==> config.mk <==
export PLATFORM = sky130hd
export DESIGN_NAME = trns_ram
export DESIGN_NICKNAME = d
export VERILOG_FILES = /design/src/hdl/trns_ram.sv
export SDC_FILE = /design/constraint.sdc
export NUM_CORES = 1
export LEC_CHECK = 0
export BUFFER_PORTS_ARGS = -buffer_cell sky130_fd_sc_hd__buf_2
export CAP_MARGIN = 20
export CORE_MARGIN = 3
export CORE_UTILIZATION = 50
export DETAILED_ROUTE_END_ITERATION = 10
export GPL_TIMING_DRIVEN = 0
export PLACE_DENSITY = 0.66
export SLEW_MARGIN = 25
export SYNTH_ARGS = -nofsm -noshare
export SYNTH_HDL_FRONTEND = slang
export SYNTH_SLANG_ARGS = --single-unit
==> constraint.sdc <==
create_clock -name clk_i -period 3.7 [get_ports clk_i]
set_clock_uncertainty 0.05 [all_clocks]
set_input_delay 0.74 -clock clk_i [delete_from_list [all_inputs] [get_ports clk_i]]
set_output_delay 0.74 -clock clk_i [all_outputs]
set_load 0.01 [all_outputs]
==> src/hdl/trns_ram.sv <==
// Simple dual-port RAM with one write port and one registered read port.
`default_nettype none

module trns_ram #(
  parameter int WIDTH = 8,
  parameter int DEPTH = 16
) (
  input  wire logic                     clk_i,
  input  wire logic                     we_i,
  input  wire logic [$clog2(DEPTH)-1:0] waddr_i,
  input  wire logic [WIDTH-1:0]         wdata_i,
  input  wire logic [$clog2(DEPTH)-1:0] raddr_i,
  output      logic [WIDTH-1:0]         rdata_o
);

  logic [WIDTH-1:0] mem [DEPTH];

  always_ff @(posedge clk_i) begin
    if (we_i) begin
      mem[waddr_i] <= wdata_i;
    end
  end

  always_ff @(posedge clk_i) begin
    rdata_o <= mem[raddr_i];
  end

endmodule

`default_nettype wire

---- Word-level counts from Yosys, hierarchy flattened ----
Memories as Yosys holds them, arrays and structs flattened. A register that Yosys moved wholly into a read port is not among the register bits.
Cells that the tools add are included.
operators by class
  multiplexer cells ....................... 2
operators with widths
  cell               number
  two-way mux 1 bit  2
word-level totals
  register bits ........................... 0
  bits in writable memories ............... 128
  output and inout port bits .............. 8
  word-level logic and storage cells ...... 3
  memories kept ........................... 1
memory list
  memory  depth  bits a word  read ports  clocked after Yosys merged registers in  wr ports  RTL line  RTL
  mem     16     8            1           1                                        1         16        logic [WIDTH-1:0] mem [DEPTH];

---- Longest topological paths before layout ----
  depth after elaboration ................. 2
  depth in mapped cells ................... 5
  mapped depth without buffers ............ 3

---- Worst setup path before layout ----
OpenSTA, ideal clock, no wires.
  kind .................................... input-to-reg
  start ................................... input port waddr_i[2]
  end ..................................... memory mem[0][0], enable pin
  library setup time ...................... 383 ps
  arrival time ............................ 1850 ps
  data required time ...................... 3267 ps
  setup slack ............................. 1417 ps
  cell stages on the path ................. 2
  path buffers ............................ 0
  cell sequence ........................... or3b_2 > nor3_1
RTL lines
  what             RTL line  RTL
  start, declared  10        input wire logic [$clog2(DEPTH)-1:0] waddr_i,
  end, declared    16
Straight into the memory's write port.

---- Worst setup path after layout ----
  start ................................... input port waddr_i[2]
  end ..................................... memory mem[3][1], enable pin
Straight into the memory's write port.

==> summary.md <==
| Metric | Value |
|---|---|
| #FFs+latches synth | `about 140` |
| Startpoint types | `primary input` |
| Share of cells above drive strength 1 | `0.309` |
| Post-synth EDFFs | `128` |
| Post-synthesis async set-or-reset flop share | `0` |
| Hpwl dp | `6140 µm` |
| Post CTS Setup Buffer Count | `0` |
| Fin. max-slew vios | `0` |
| Fillers | `714` |
| Hold-critical path depth | `1` |
| Post_cts resized | `0` |
| WP buf/inv | `1` |
| Tot Pwr | `3.50 mW` |
| CP arrival | `just over 2 ns` |
| Share of total power in sequential cells | `0.495` |
| H-tree level count | `4` |
| Top Family by Delay on Critical Path | `simple AND/OR/NAND/NOR gates` |
| Gate Count Post-Synth | `229` |
| Fin crit period | `1.97 ns` |
| Final Hold Vio Count | `0` |
| Pwr/cell area | `581 nW/µm²` |
| Crit Path Max Fanout | `8` |
| FF-to-FF path depth | `3` |
| Lkg Pwr | `roughly 2.0 nW` |
| Total gr overflow | `0` |
| Max rail drop VDD | `412 µV` |
| Avg Vias per Cell | `5.76` |
| Slowest CP cell | `nor2_1` |
| Initial core utilization | `0.519` |
| Core Region | `around 10000 µm²` |
| DR WL/cell | `23.8 µm` |
| First-pass GRT wire length | `15000 µm` |
| Skew-Pair Late Insertion Delay | `0.51 ns` |
| Vias | `approximately 2400` |
| Post-Syn Area | `5150 µm²` |
| Placer Congestion | `0.681` |
| DRT antenna net count | `0` |
| GR met1 Demand/Resource | `0.275` |
| WL final | `9960 µm` |
| Critical path capture point type | `flop` |
| Root buf cell | `clkbuf_8` |
| Met3 usage | `0.0492` |
| Fmax | `a little over 500 MHz` |
| Critical Path RT | `~3.8 ns` |
| Hold Buf Count CTS | `0` |
| Die Area | `~12000 µm²` |
| GR Util All Layers | `0.189` |
| Setup Viol. Count Final | `0` |
| CTS tree | `done` |
| Met2 GRT Util | `0.286` |
| Clock transition at path regs | `0.06 ns` |
| Comb pwr share | `0.048` |
| CP peak stage delay | `0.65 ns` |
| Number of I/O pins | `26` |
| Sequential-to-total area share from yosys stat | `0.778` |
| P_int | `around 2.8 mW` |
| Max-Cap Viols | `0` |
| Ant diodes | `0` |
| Worst hold path class | `in -> reg` |
| Post-synth net total | `247` |
| Hold_ws | `0.576 ns` |
| Largest net degree at the start of global routing | `17` |
| Critical Path Stages | `3` |
| Slew HR | `0.451` |
| Final #Nets | `between 200 and 300` |
| Vias in the first global route | `2450` |
| Non-Filler Instances | `418` |
| GRT busiest layer | `met2` |
| Syn Area/Cell | `22.5 µm²` |
| Fin worst setup slack | `1.73 ns` |
| Iter 0 DRT Violations | `246` |
| Worst Tran Pin Value | `0.820 ns` |
| Switching Fraction | `0.205` |
| Synth warnings | `0` |
| Num rows | `36` |
| Clock buffer depth | `2` |
| Post-Place Cells | `386` |
| First-pass DRT Iterations | `4` |
| Synth unique cells | `19` |
| Status | `complete, no violations` |
| Area growth, synth to finish | `17.1%` |
| Primary FF master, synth | `edfxtp_1` |
| CP Class | `in -> reg` |
| Final Cycle Share | `0.531` |
| Clock share of power | `0.458` |
| Clk sinks | `~140` |
| PortBufs | `24` |
| Die Height | `107 µm` |
| Inserted Clock Buffers | `17` |
| Worst slack at placement | `about 1.2 ns` |
| RSZ-0062 raised after global routing | `no` |
| Worst path cell trace | `buf_2 > or3b_2 > nor2_1` |
| # DRC | `0` |
| Die Wd | `between 100 and 150 µm` |
| Initial antenna violation count | `0` |
| Setup TNS | `0 ns` |
| P_sw | `around 0.72 mW` |
[synth_stat cells, types with 2 or more instances]
cell             number  share of area
nand2b_1              2         0.0024
buf_2                 3         0.0029
dfxtp_1               8          0.031
edfxtp_1            128           0.75
nand2_1               9         0.0066
a22oi_1              16          0.023
buf_6                 3         0.0066
nor3_1                4         0.0039
nand3b_1              2         0.0029
mux4_2               18          0.079
clkdlybuf4s25_2       3         0.0058
mux4_1               14          0.071
nor2_1               13         0.0095
[path summary, 6_finish.rpt]
path | startpoint | to | slack [ns]
min | wdata_i[6] | mem[7][6] | 0.58
max | waddr_i[2] | mem[3][1] | 1.73
max reg2reg | mem[4][0] | rdata_o[0] | 2.20
min reg2reg | mem[10][0] | rdata_o[0] | 0.64
[stage by stage]
step	cell area, µm²	util
finish	6030	0.608
global route	6030	0.608
CTS	6030	0.608
detailed placement	5450	0.550
global placement	5430	0.548
floorplan	5150	-
[placed cells by master (no fill, tap or decap), types with 2 or more instances in the layout]
master / instances
edfxtp_1: 128
buf_2: 27
mux4_2: 18
a22oi_1: 16
clkbuf_16: 16
mux4_1: 14
nor2_1: 13
nand2_1: 9
dfxtp_1: 8
clkinv_2: 5
nor3_2: 4
buf_6: 3
clkdlybuf4s25_2: 3
clkbuf_8: 3
nand3b_1: 2
nand2b_1: 2
bufinv_16: 2
clkinvlp_4: 2
clkinv_4: 2
[power groups by stage]
| stage | combinational [mW] | clock [mW] | sequential (mW) |
|---|---|---|---|
| 2_1_floorplan | 0.0874 | 0 | 1.77 |
| 3_3_place_gp | 0.164 | 0 | 1.76 |
| 3_5_place_dp | 0.169 | 0 | 1.76 |
| 4_1_cts | 0.170 | 1.62 | 1.73 |
| 5_1_grt | 0.181 | 1.69 | 1.73 |
| 6_report | 0.167 | 1.60 | 1.73 |
[layout make-up]
type	count	area, µm²	area share
clock buffer	20	445	0.0739
tap	133	166	0.0276
buffer	10	86.3	0.0143
clock inverter	12	126	0.0210
multi-input combinational	83	1080	0.179
timing repair buffer	24	120	0.0199
sequential	136	4000	0.664
[cells by family (layout without fill, tap and decap cells)]
logic type / count (synthesis) / after routing / share of synthesized area
AO/OA/AOI/OAI: 16 / 16 / 0.0233
buffers and inverters: 10 / 66 / 0.0168
flip-flops: 136 / 136 / 0.778
multiplexers: 32 / 32 / 0.150
AND/OR/NAND/NOR: 35 / 35 / 0.0318
[sequential cells by signal, indices dropped and copies added (netlist names)]
signal and cells:
mem 128, rdata_o 8
[routing by layer]
| layer | part of all wire | vias up | routed length, µm |
|---|---|---|---|
| li1 | - | 1062 | - |
| met1 | 0.42 | 1249 | 4170 |
| met2 | 0.50 | 87 | 4960 |
| met3 | 0.073 | 11 | 722 |
| met4 | 0.011 | 0 | 107 |
| met5 | 0 | - | 0 |
Power figures use the tool's default switching activity.
